**src/hdl/skt_pkg.sv**
```systemverilog
// shared types and constants for the sorted key table
// used by skt_ctrl, sorted_key_table and the testbench; no dependencies
`timescale 1ns / 1ps
`default_nettype none

package skt_pkg;

    localparam int CAPACITY = 16;
    localparam int ADDR_W   = (CAPACITY > 1) ? $clog2(CAPACITY) : 1;
    localparam int CNT_W    = $clog2(CAPACITY + 1);

    localparam int FUNC_W   = 2;
    localparam int KEY_W    = 16;
    localparam int PAY_W    = 32;
    localparam int STAT_W   = 2;
    localparam int POS_W    = 4;
    localparam int COUNT_W  = 5;
    localparam int ENTRY_W  = KEY_W + PAY_W;

    typedef enum logic [FUNC_W-1:0] {
        FN_INSERT = 2'd0,
        FN_REMOVE = 2'd1,
        FN_LOOKUP = 2'd2
    } t_func;

    typedef enum logic [STAT_W-1:0] {
        STAT_DONE      = 2'd0,
        STAT_FULL      = 2'd1,
        STAT_NOT_FOUND = 2'd2
    } t_status;

    typedef enum logic [1:0] {
        ST_IDLE,
        ST_SEARCH,
        ST_SHIFT,
        ST_RESP
    } t_state;

    typedef struct packed {
        logic [KEY_W-1:0] key;
        logic [PAY_W-1:0] payload;
    } t_entry;

    typedef struct packed {
        logic [STAT_W-1:0]  status;
        logic [POS_W-1:0]   position;
        logic [PAY_W-1:0]   found_payload;
        logic [COUNT_W-1:0] entry_count;
    } t_result;

endpackage

`default_nettype wire

```
**src/hdl/skt_ram.sv**
```systemverilog
// generic simple dual-port ram: one write and one registered read per cycle
// no dependencies
`timescale 1ns / 1ps
`default_nettype none

module skt_ram #(
    parameter int DEPTH = 16,
    parameter int WIDTH = 48
) (
    input  wire logic                                   i_clk,
    input  wire logic                                   i_we,
    input  wire logic [((DEPTH > 1) ? $clog2(DEPTH) : 1)-1:0] i_waddr,
    input  wire logic [WIDTH-1:0]                       i_wdata,
    input  wire logic                                   i_re,
    input  wire logic [((DEPTH > 1) ? $clog2(DEPTH) : 1)-1:0] i_raddr,
    output logic      [WIDTH-1:0]                       o_rdata
);

    logic [WIDTH-1:0] r_mem [DEPTH];

    always_ff @(posedge i_clk) begin
        if (i_we) begin
            r_mem[i_waddr] <= i_wdata;
        end
    end

    always_ff @(posedge i_clk) begin
        if (i_re) begin
            o_rdata <= r_mem[i_raddr];
        end
    end

endmodule

`default_nettype wire

```
**src/hdl/skt_ctrl.sv**
```systemverilog
// sequencer of the sorted key table: linear search, then one-entry-a-cycle shift
// depends on skt_pkg and skt_ram
`timescale 1ns / 1ps
`default_nettype none

module skt_ctrl (
    input  wire logic                         i_clk,
    input  wire logic                         i_rst_n,
    input  wire logic                         i_req_valid,
    output logic                              o_req_ready,
    input  wire logic [skt_pkg::FUNC_W-1:0]   i_func,
    input  wire logic [skt_pkg::KEY_W-1:0]    i_key,
    input  wire logic [skt_pkg::PAY_W-1:0]    i_payload,
    input  wire logic                         i_res_free,
    output logic                              o_res_valid,
    output skt_pkg::t_result                  o_result
);

    localparam int CW = skt_pkg::CNT_W;
    localparam int AW = skt_pkg::ADDR_W;

    skt_pkg::t_state            r_state, n_state;
    logic [CW-1:0]              r_fill, n_fill;
    logic [skt_pkg::FUNC_W-1:0] r_func, n_func;
    logic [skt_pkg::KEY_W-1:0]  r_key, n_key;
    logic [skt_pkg::PAY_W-1:0]  r_pay, n_pay;
    logic [CW-1:0]              r_ptr, n_ptr;
    logic                       r_rd_vld, n_rd_vld;
    logic [CW-1:0]              r_rd_idx, n_rd_idx;
    logic [CW-1:0]              r_pos, n_pos;
    logic                       r_up, n_up;
    logic [CW-1:0]              r_src, n_src;
    logic [CW-1:0]              r_left, n_left;
    logic                       r_mv_vld, n_mv_vld;
    logic [CW-1:0]              r_mv_dst, n_mv_dst;
    logic [skt_pkg::STAT_W-1:0] r_status, n_status;
    logic [skt_pkg::PAY_W-1:0]  r_fpay, n_fpay;

    logic                       ram_we, ram_re;
    logic [AW-1:0]              ram_waddr, ram_raddr;
    logic [skt_pkg::ENTRY_W-1:0] ram_wdata, ram_rdata;
    skt_pkg::t_entry            rd_entry;

    logic                       stop;
    logic                       hit;
    logic [CW-1:0]              stop_pos;

    skt_ram #(
        .DEPTH (skt_pkg::CAPACITY),
        .WIDTH (skt_pkg::ENTRY_W)
    ) u_ram (
        .i_clk   (i_clk),
        .i_we    (ram_we),
        .i_waddr (ram_waddr),
        .i_wdata (ram_wdata),
        .i_re    (ram_re),
        .i_raddr (ram_raddr),
        .o_rdata (ram_rdata)
    );

    assign rd_entry = skt_pkg::t_entry'(ram_rdata);

    always_ff @(posedge i_clk) begin
        if (!i_rst_n) begin
            r_state  <= skt_pkg::ST_IDLE;
            r_fill   <= '0;
            r_rd_vld <= 1'b0;
            r_mv_vld <= 1'b0;
        end else begin
            r_state  <= n_state;
            r_fill   <= n_fill;
            r_rd_vld <= n_rd_vld;
            r_mv_vld <= n_mv_vld;
        end
    end

    always_ff @(posedge i_clk) begin
        r_func   <= n_func;
        r_key    <= n_key;
        r_pay    <= n_pay;
        r_ptr    <= n_ptr;
        r_rd_idx <= n_rd_idx;
        r_pos    <= n_pos;
        r_up     <= n_up;
        r_src    <= n_src;
        r_left   <= n_left;
        r_mv_dst <= n_mv_dst;
        r_status <= n_status;
        r_fpay   <= n_fpay;
    end

    // search: compare the word read last cycle while the next read goes out
    always_comb begin
        stop     = 1'b0;
        hit      = 1'b0;
        stop_pos = r_fill;
        if (r_rd_vld && (r_key <= rd_entry.key)) begin
            stop     = 1'b1;
            hit      = (r_key == rd_entry.key);
            stop_pos = r_rd_idx;
        end else if (r_ptr == r_fill) begin
            stop = 1'b1;
        end
    end

    always_comb begin
        n_state  = r_state;
        n_fill   = r_fill;
        n_func   = r_func;
        n_key    = r_key;
        n_pay    = r_pay;
        n_ptr    = r_ptr;
        n_rd_vld = r_rd_vld;
        n_rd_idx = r_rd_idx;
        n_pos    = r_pos;
        n_up     = r_up;
        n_src    = r_src;
        n_left   = r_left;
        n_mv_vld = r_mv_vld;
        n_mv_dst = r_mv_dst;
        n_status = r_status;
        n_fpay   = r_fpay;

        ram_we    = 1'b0;
        ram_waddr = r_mv_dst[AW-1:0];
        ram_wdata = ram_rdata;
        ram_re    = 1'b0;
        ram_raddr = r_ptr[AW-1:0];

        o_req_ready = 1'b0;
        o_res_valid = 1'b0;
        o_result.status        = r_status;
        o_result.position      = skt_pkg::POS_W'(r_pos);
        o_result.found_payload = r_fpay;
        o_result.entry_count   = skt_pkg::COUNT_W'(r_fill);

        case (r_state)
            skt_pkg::ST_IDLE: begin
                o_req_ready = 1'b1;
                if (i_req_valid) begin
                    n_func   = i_func;
                    n_key    = i_key;
                    n_pay    = i_payload;
                    n_ptr    = '0;
                    n_rd_vld = 1'b0;
                    n_pos    = '0;
                    n_fpay   = '0;
                    n_status = skt_pkg::STAT_NOT_FOUND;
                    case (i_func)
                        skt_pkg::FN_INSERT: begin
                            if (r_fill >= CW'(skt_pkg::CAPACITY)) begin
                                n_status = skt_pkg::STAT_FULL;
                                n_state  = skt_pkg::ST_RESP;
                            end else begin
                                n_state = skt_pkg::ST_SEARCH;
                            end
                        end
                        skt_pkg::FN_REMOVE, skt_pkg::FN_LOOKUP: begin
                            n_state = skt_pkg::ST_SEARCH;
                        end
                        default: begin
                            n_state = skt_pkg::ST_RESP;
                        end
                    endcase
                end
            end

            skt_pkg::ST_SEARCH: begin
                if (stop) begin
                    n_rd_vld = 1'b0;
                    n_mv_vld = 1'b0;
                    case (r_func)
                        skt_pkg::FN_INSERT: begin
                            n_status = skt_pkg::STAT_DONE;
                            n_pos    = stop_pos;
                            n_up     = 1'b1;
                            n_src    = r_fill - CW'(1);
                            n_left   = r_fill - stop_pos;
                            n_state  = skt_pkg::ST_SHIFT;
                        end
                        skt_pkg::FN_REMOVE: begin
                            if (hit) begin
                                n_status = skt_pkg::STAT_DONE;
                                n_pos    = stop_pos;
                                n_fpay   = rd_entry.payload;
                                n_up     = 1'b0;
                                n_src    = stop_pos + CW'(1);
                                n_left   = r_fill - stop_pos - CW'(1);
                                n_state  = skt_pkg::ST_SHIFT;
                            end else begin
                                n_state = skt_pkg::ST_RESP;
                            end
                        end
                        default: begin
                            if (hit) begin
                                n_status = skt_pkg::STAT_DONE;
                                n_pos    = stop_pos;
                                n_fpay   = rd_entry.payload;
                            end
                            n_state = skt_pkg::ST_RESP;
                        end
                    endcase
                end else begin
                    ram_re   = 1'b1;
                    ram_raddr = r_ptr[AW-1:0];
                    n_rd_vld = 1'b1;
                    n_rd_idx = r_ptr;
                    n_ptr    = r_ptr + CW'(1);
                end
            end

            skt_pkg::ST_SHIFT: begin
                // word read last cycle lands one slot up or down
                if (r_mv_vld) begin
                    ram_we    = 1'b1;
                    ram_waddr = r_mv_dst[AW-1:0];
                    ram_wdata = ram_rdata;
                end
                if (r_left != '0) begin
                    ram_re    = 1'b1;
                    ram_raddr = r_src[AW-1:0];
                    n_mv_vld  = 1'b1;
                    n_mv_dst  = r_up ? (r_src + CW'(1)) : (r_src - CW'(1));
                    n_src     = r_up ? (r_src - CW'(1)) : (r_src + CW'(1));
                    n_left    = r_left - CW'(1);
                end else begin
                    n_mv_vld = 1'b0;
                    if (!r_mv_vld) begin
                        if (r_up) begin
                            ram_we    = 1'b1;
                            ram_waddr = r_pos[AW-1:0];
                            ram_wdata = {r_key, r_pay};
                            n_fill    = r_fill + CW'(1);
                        end else begin
                            n_fill = r_fill - CW'(1);
                        end
                        n_state = skt_pkg::ST_RESP;
                    end
                end
            end

            skt_pkg::ST_RESP: begin
                if (i_res_free) begin
                    o_res_valid = 1'b1;
                    n_state     = skt_pkg::ST_IDLE;
                end
            end

            default: begin
                n_state = skt_pkg::ST_IDLE;
            end
        endcase
    end

    a_fill_bound: assert property (@(posedge i_clk) disable iff (!i_rst_n)
        r_fill <= CW'(skt_pkg::CAPACITY))
        else $error("fill count above capacity");

    a_no_same_entry: assert property (@(posedge i_clk) disable iff (!i_rst_n)
        (ram_we && ram_re) |-> (ram_waddr != ram_raddr))
        else $error("read and write hit the same entry");

    a_fill_only_at_shift_end: assert property (@(posedge i_clk) disable iff (!i_rst_n)
        ($past(i_rst_n) && (r_fill != $past(r_fill))) |->
            ($past(r_state) == skt_pkg::ST_SHIFT))
        else $error("fill count moved outside a shift");

    a_search_stays_below_fill: assert property (@(posedge i_clk) disable iff (!i_rst_n)
        (r_state == skt_pkg::ST_SEARCH && ram_re) |-> (r_ptr < r_fill))
        else $error("search read past the last entry");

endmodule

`default_nettype wire

```
**src/hdl/sorted_key_table.sv**
```systemverilog
// Sorted key table: holds up to skt_pkg::CAPACITY entries (16-bit key, 32-bit payload) in
// ascending key order in one memory. A word takes insert, remove or lookup and gives one
// result word. Each request scans the memory from entry 0 one entry a cycle until the first
// key not below the request key, then insert and remove move the later entries one slot a
// cycle; the memory's single read port and single write port set the pace. A full insert
// or an unused code skips the scan and goes straight to the response; the result enters
// the output register as the controller returns to idle, ready for the next word. No
// clearing pass is needed after reset.
// depends on skt_pkg and skt_ctrl
`timescale 1ns / 1ps
`default_nettype none

module sorted_key_table (
    input  wire logic                          i_clk,
    input  wire logic                          i_rst_n,
    input  wire logic                          i_in_valid,
    output logic                               o_in_ready,
    input  wire logic [skt_pkg::FUNC_W-1:0]    i_func,
    input  wire logic [skt_pkg::KEY_W-1:0]     i_key,
    input  wire logic [skt_pkg::PAY_W-1:0]     i_payload,
    output logic                               o_out_valid,
    input  wire logic                          i_out_ready,
    output logic [skt_pkg::STAT_W-1:0]         o_status,
    output logic [skt_pkg::POS_W-1:0]          o_position,
    output logic [skt_pkg::PAY_W-1:0]          o_found_payload,
    output logic [skt_pkg::COUNT_W-1:0]        o_entry_count
);

    logic              r_out_valid;
    skt_pkg::t_result  r_out;
    logic              res_free;
    logic              res_valid;
    skt_pkg::t_result  result;

    // output register frees up in the same cycle its word is taken
    assign res_free = !r_out_valid || i_out_ready;

    skt_ctrl u_ctrl (
        .i_clk       (i_clk),
        .i_rst_n     (i_rst_n),
        .i_req_valid (i_in_valid),
        .o_req_ready (o_in_ready),
        .i_func      (i_func),
        .i_key       (i_key),
        .i_payload   (i_payload),
        .i_res_free  (res_free),
        .o_res_valid (res_valid),
        .o_result    (result)
    );

    always_ff @(posedge i_clk) begin
        if (!i_rst_n) begin
            r_out_valid <= 1'b0;
        end else if (res_valid) begin
            r_out_valid <= 1'b1;
        end else if (i_out_ready) begin
            r_out_valid <= 1'b0;
        end
    end

    always_ff @(posedge i_clk) begin
        if (res_valid) begin
            r_out <= result;
        end
    end

    assign o_out_valid     = r_out_valid;
    assign o_status        = r_out.status;
    assign o_position      = r_out.position;
    assign o_found_payload = r_out.found_payload;
    assign o_entry_count   = r_out.entry_count;

endmodule

`default_nettype wire

```
**config.mk**
```make
export PLATFORM = sky130hd
export DESIGN_NAME = sorted_key_table
export DESIGN_NICKNAME = d
export VERILOG_FILES = /design/src/hdl/skt_pkg.sv /design/src/hdl/skt_ram.sv /design/src/hdl/skt_ctrl.sv /design/src/hdl/sorted_key_table.sv
export SDC_FILE = /design/constraint.sdc
export NUM_CORES = 1
export LEC_CHECK = 0
export BUFFER_PORTS_ARGS = -buffer_cell sky130_fd_sc_hd__buf_2
export CAP_MARGIN = 10
export CELL_PAD_IN_SITES_DETAIL_PLACEMENT = 0
export CELL_PAD_IN_SITES_GLOBAL_PLACEMENT = 1
export CORE_MARGIN = 2
export CORE_UTILIZATION = 30
export CTS_BUF_LIST = sky130_fd_sc_hd__clkbuf_2
export DETAILED_ROUTE_END_ITERATION = 10
export GPL_TIMING_DRIVEN = 0
export PLACE_DENSITY = 0.5
export REMOVE_ABC_BUFFERS = 1
export SLEW_MARGIN = 20
export SYNTH_ARGS = -nofsm -noshare
export SYNTH_HDL_FRONTEND = slang
export SYNTH_SLANG_ARGS = --single-unit
```
**constraint.sdc**
```tcl
create_clock -name i_clk -period 6.3 [get_ports i_clk]
set_input_delay 0.315 -clock i_clk [delete_from_list [all_inputs] [get_ports i_clk]]
set_output_delay 0.315 -clock i_clk [all_outputs]
set_load 0.02 [all_outputs]
```
# After elaboration in Yosys (flattened, before gate mapping)
# Memory sizes are Yosys's and may differ from the RTL's. A register that Yosys moved wholly into a read port is not among the register bits.
# Cells that the tools add are included.
[op_classes]
add_sub_neg = 9
magnitude_cmp = 2
eq_ne = 21
mux = 77
bitwise = 3
n_reduce_logical = 24
[op_table]
columns = ["op", "n"]
rows = [
  ["2-to-1 mux 48 bit", 4],
  ["2-to-1 mux 32 bit", 4],
  ["case mux 32 bit (2 select lines)", 1],
  ["2-to-1 mux 5 bit", 11],
  ["case mux 5 bit (2 select lines)", 5],
  ["2-to-1 mux 4 bit", 10],
  ["2-to-1 mux 2 bit", 12],
  ["2-to-1 mux 1 bit", 21],
  ["adder 5 x 1 -> 5 bit, second input constant", 4],
  ["subtractor 5 x 1 -> 5 bit, second input constant", 4],
  ["== test 16 bit", 1],
  ["less-or-equal comparator 16 bit", 1],
  ["AND reduction 5 bit", 3],
  ["!= test 2 bit, second input constant", 6],
  ["case mux 2 bit (2 select lines)", 3],
  ["AND reduction 2 bit", 5],
  ["!= test 2 x 1 -> 1 bit, second input constant", 4],
  ["case mux 1 bit (2 select lines)", 4],
  ["case mux 2 bit (4 select lines)", 1],
  ["case mux 4 bit (2 select lines)", 1],
  ["AND reduction 4 bit", 2],
  ["nonzero test 2 bit", 4],
  ["== test 2 x 1 -> 1 bit, second input constant", 3],
  ["== test 2 bit, second input constant", 3],
  ["13 further kinds", 19],
]
[totals]
ff_bits = 166
ramBits = 768
in_bits = 54
out_inout_bits = 45
wordCells = 158
memories = 1
[memory_table]
columns = ["memory", "depth", "width", "read_ports", "rd_ports_with_merged_regs", "wr", "line_no", "source"]
rows = [
  ["u_ctrl.u_ram.r_mem", 16, 48, 1, 1, 1, "skt_ram.sv:19", "logic [WIDTH-1:0] r_mem [DEPTH];"],
]

# Depth between registers and ports, before layout
[logic_depth]
word_depth = 9
depth_mapped = 19
mapped_depth_nobuf = 18

# Hierarchy
# A second synthesis with hierarchy kept.
[hier_totals]
hier_cells = 1821
area_unflattened_um2 = 38019.0
[modules_own_cells]
columns = ["module", "instances", "cells_per_inst", "area_per_inst_um2", "seq_area_each_um2"]
rows = [
  ["skt_ram", 1, 1242, 30171.4, 24503.5],
  ["skt_ctrl", 1, 532, 6507.5, 3543.4],
  ["sorted_key_table", 1, 47, 1340.0, 1311.3],
]

# Least setup slack after synthesis
# Ideal clock, no wire load.
[synth_path]
path_kind = "register to register"
start = "reg u_ctrl.r_left[0]"
end = "mem u_ctrl.u_ram.r_mem[5][0], enable pin"
setup_ns = 0.454
arrival_ns = 3.960
t_required_ns = 5.846
setup_slack_ns = 1.886
path_stages_with_launch = 12
n_path_buf = 2
synth_period_minus_slack_ns = 4.414
path_cell_list = "edfxtp_1 -> inv_1 -> ha_1 -> nand2b_4 -> nor3_2 -> nand2_1 -> or2_2 -> clkbuf_1 -> nor2_1 -> clkbuf_1 -> a32oi_1 -> nor2_1"
[synth_between]
elab_chain_len = 5
word_cells_on_any_way = 7
cone_classes = "6 x mux; 1 x reduce/logical"
[synth_rtl]
columns = ["element", "line_no", "source"]
rows = [
  ["from (decl)", "skt_ctrl.sv:33", "logic [CW-1:0] r_left, n_left;"],
  ["from (signal assigned)", "skt_ctrl.sv:86", "r_left <= n_left;"],
  ["nonzero test 5 bit *", "skt_ctrl.sv:219", "if (r_left != '0) begin"],
  ["2-to-1 mux 1 bit", "skt_ctrl.sv:219", ""],
  ["2-to-1 mux 1 bit", "skt_ctrl.sv:137", "case (r_state)"],
  ["2-to-1 mux 1 bit", "skt_ram.sv:22", "if (i_we) begin"],
  ["2-to-1 mux 1 bit (implied by the code)", "skt_ram.sv:23", "r_mem[i_waddr] <= i_wdata;"],
  ["to (decl)", "skt_ram.sv:19", ""],
]
# Every way passes the cells marked *; elsewhere a longest branch is shown, timed or not.

# Final worst setup path
[layout_path]
start = "reg u_ctrl.r_state[0]"
end = "reg u_ctrl.u_ram.o_rdata[8] (read register of u_ctrl.u_ram.r_mem) (data pin)"
[layout_between]
elab_chain_len = 2
word_cells_on_any_way = 4
cone_classes = "2 x eq/ne; 2 x mux"
[layout_rtl]
columns = ["element", "line_no", "source"]
rows = [
  ["from (decl)", "skt_ctrl.sv:22", "skt_pkg::t_state r_state, n_state;"],
  ["from (signal assigned)", "skt_ctrl.sv:65", "r_state <= skt_pkg::ST_IDLE;"],
  ["from (signal assigned)", "skt_ctrl.sv:70", "r_state <= n_state;"],
  ["== test 2 bit or == test 2 x 1 -> 1 bit (tied branches)", "skt_ctrl.sv:137", ""],
  ["case mux 1 bit (2 select lines) or 2-to-1 mux 4 bit (tied branches)", "--", ""],
  ["to (decl)", "skt_ram.sv:16", "output logic [WIDTH-1:0] o_rdata"],
]
# Several ways; a longest one is shown, not always the timed one.
# A chain may end at the register's enable or synchronous reset.

==> metrics.txt <==
Post-DP HPWL 64,300 um; hold depth 3; CTS buffer count 282; CTS resizes 0; syn_area_per_cell around 19 um^2; via/cell ratio between 4 and 5; maximum vdd drop between 300 and 400 uV; CP required between 7000 and 8000 ps; most used cell along the critical path buf_16; Synth area leader edfxtp_1; R2R Path Start u_ctrl.r_state[0]$_SDFFE_PN0P_; clock tree buffer depth 4; CTS HTree Levels 5; Fill cells 11,900; crit end category flop; DIE HEIGHT between 300 and 400 um; Post-synth EDFFs 971; top post-synthesis cells by count edfxtp_1 (971), nand2_1 (229), mux4_2 (192); Slew Limit Fails 0; hold_sp i_key[0]; Antenna Nets Post-Route 0; Initial Util between 30 and 40%; port buffer count slightly below 100; clock root buffer clkbuf_2; worst hold path type in2reg; Syn Inst Count 1,992; WHS Endpoint u_ctrl.r_key[0]$_DFFE_PP_; grt ovf 0; DRC viols 0; Worst-Margin Slew 1060 ps; R2R depth 15; vias in the first global route 21,800; Post-Route WL roughly 98,000 um; CP arrival 6410 ps; YS warnings 0; RSZ-0062 raised after global routing false; Mapped Area 38,500 um^2; Die X 362 um; cell row count 131; first-pass GRT wire length approximately 140,000 um; Seq/Total Area, Yosys 76.3%; Final setup viols 0; Clk Latency, worst-skew pair 1520 ps; Cell Chain, Critical Path inv_1, ha_1, nand2b_1, mux2i_4, buf_16, buf_16, buf_16, buf_16, buf_16, buf_16, buf_8, mux4_2, and2_1, a211oi_1, a31oi_1; final hold slack around 270 ps; area of the multi-input gates around 8700 um^2; setup TNS 0 ps; share of cells above drive strength 1 32.7%; cell with the most instances after synthesis edfxtp_1; post-DR wirelength/cell 22.3 um; Async S/R FF share, synth 0%; Core Box Area about 130,000 um^2; Post-CTS Hold Buffers ~150; pin count of the biggest net entering global routing 52; Leakage Power 16.3 nW; Synth area leaders edfxtp_1 (76%), mux4_2 (11%), nand2_1 (2.2%), and2_1 (1.5%), ha_1 (1.0%); P per Cell Area 425 nW/um^2; IO Pins 99; Worst Clk Skew 103 ps; fin util 37.5%; initial antenna violation count 4; final cycle utilization of the critical path 82.2%; Final Hold Fails 0; Initial DRT Pass Iterations 5; Netlist cell types 57; synthesized flop and latch total 981; DRT iter0 DRCs 1,433; status finished clean; max_cap viols 0; reg2reg setup slack approximately 1100 ps; crit path kind reg2reg; Worst R2R End u_ctrl.u_ram.o_rdata[8]$_DFFE_PP_; CP max FO 22; via count 20,600; Power Total roughly 20 mW; fmax 193 MHz; CP Buf/Inv Count 8; Total GRT Usage 15.1%; Reg clk slew, reported paths approximately 110 ps; full die area 131,000 um^2; Most used DFF post-synth edfxtp_1; Num Clock Sinks 981; RePlAce Congestion 0.739; kind of cell adding the most delay to the critical path buffers and inverters; Post-CTS Setup Bufs 0; area grow syn2layout 24.2%; CTS tree done; min Tclk post-route 5180 ps; Worst slew margin between 20% and 30%; # nets final 2,636; FF+latch area 29,400 um^2; max incr delay on CP 780 ps; Worst setup SP type flop; share of the synthesized area in the top cell type 75.8%; Worst path slowest cell ha_1
==> flip-flops by register name (all words and copies together) (netlist names), 4 cells and up <==
signal	flops
u_ctrl.r_mv_dst	4
u_ctrl.r_left	5
u_ctrl.r_fpay	32
o_found_payload	32
u_ctrl.u_ram.r_mem	768
u_ctrl.r_pos	4
u_ctrl.r_key	16
o_entry_count	5
u_ctrl.u_ram.o_rdata	48
u_ctrl.r_src	4
u_ctrl.r_pay	32
u_ctrl.r_fill	5
u_ctrl.r_rd_idx	5
o_position	4
u_ctrl.r_ptr	5
==> worst max-delay path by stage <==
stage                              startpoint                                 end  cells past startpoint
2_1_floorplan      u_ctrl.r_left[0]$_DFFE_PP_  u_ctrl.u_ram.o_rdata[20]$_DFFE_PP_                      9
3_3_place_gp   u_ctrl.r_state[0]$_SDFFE_PN0P_  u_ctrl.u_ram.o_rdata[10]$_DFFE_PP_                      8
3_5_place_dp   u_ctrl.r_state[0]$_SDFFE_PN0P_   u_ctrl.u_ram.o_rdata[8]$_DFFE_PP_                     15
4_1_cts        u_ctrl.r_state[0]$_SDFFE_PN0P_   u_ctrl.u_ram.o_rdata[8]$_DFFE_PP_                     15
5_1_grt        u_ctrl.r_state[0]$_SDFFE_PN0P_   u_ctrl.u_ram.o_rdata[8]$_DFFE_PP_                     15
6_report       u_ctrl.r_state[0]$_SDFFE_PN0P_   u_ctrl.u_ram.o_rdata[8]$_DFFE_PP_                     15
==> metal layers <==
layer  vias to the layer above  GRT usage (%)  share of wire (%)
li1                       9226              -                  -
met5                         -              0                  0
met4                         0           5.69                2.0
met3                       156           3.05                4.8
met2                       568           23.1                 46
met1                     10600           21.2                 47
==> cells in the final DEF (no fill, tap or decap), types with 10 or more instances in the layout <==
| cell type | netlist | final |
|---|---|---|
| buf_8 | 0 | 10 |
| buf_2 | 17 | 98 |
| nor2b_1 | 11 | 10 |
| clkinv_1 | 0 | 53 |
| nand2_1 | 229 | 228 |
| clkbuf_2 | 0 | 388 |
| inv_1 | 39 | 39 |
| xor2_1 | 12 | 12 |
| nor2_1 | 39 | 22 |
| nand3_1 | 12 | 12 |
| a211oi_2 | 27 | 27 |
| nor2_4 | 0 | 17 |
| a31oi_1 | 53 | 53 |
| mux4_2 | 192 | 192 |
| a21oi_1 | 27 | 25 |
| o21ai_1 | 3 | 14 |
| a211oi_1 | 24 | 24 |
| edfxtp_1 | 971 | 971 |
| buf_16 | 0 | 98 |
| ha_1 | 32 | 31 |
| dfxtp_1 | 10 | 10 |
| o21ai_0 | 32 | 19 |
| buf_12 | 0 | 17 |
| xnor2_1 | 17 | 17 |
| and2_1 | 91 | 90 |
| dlygate4sd3_1 | 0 | 154 |
==> cell families (layout without fill, tap and decap cells) <==
kind of cell / after synthesis / after routing / synth area share (%)
fa+ha+maj: 34 / 34 / 1.12
mux: 207 / 207 / 11.6
buf+inv: 143 / 874 / 1.76
xor+xnor: 29 / 29 / 0.660
other cells: 0 / 9 / 0
simple gates: 411 / 411 / 4.96
compound gates: 187 / 187 / 3.51
flops: 981 / 981 / 76.3
==> power breakdown <==
part / total, mW / switching, mW / internal, mW
Clock: 4.34 / 2.61 / 1.73
Combinational: 7.29 / 3.83 / 3.47
Sequential: 8.70 / 0.271 / 8.43
==> per-stage QoR <==
| step | area [um^2] | setup slack [ps] | std cells |
|---|---|---|---|
| final | 47800 | 1120 | 4394 |
| after global routing | 47800 | 680 | 4393 |
| after CTS | 47700 | 1050 | 4385 |
| after detailed placement | 43900 | 1050 | 3773 |
| after global placement | 40500 | -25700 | 3648 |
| after floorplan | 37900 | -14230 | 1888 |
==> worst min-delay path, stage by stage <==
cell and delay, ps:
dlygate4sd3_1 520, buf_2 120, dlygate4sd3_1 620
==> area by class of cell <==
class,count,share of cell area [%]
Multi-Input combinational cell,868,18.2
Timing Repair Buffer,377,10.9
Clock buffer,388,4.06
Antenna cell,9,0.0471
Clock inverter,70,0.684
Sequential cell,981,61.4
Tap cell,1662,4.35
Inverter,39,0.306
No activity file was read; power rests on OpenSTA's default activity.
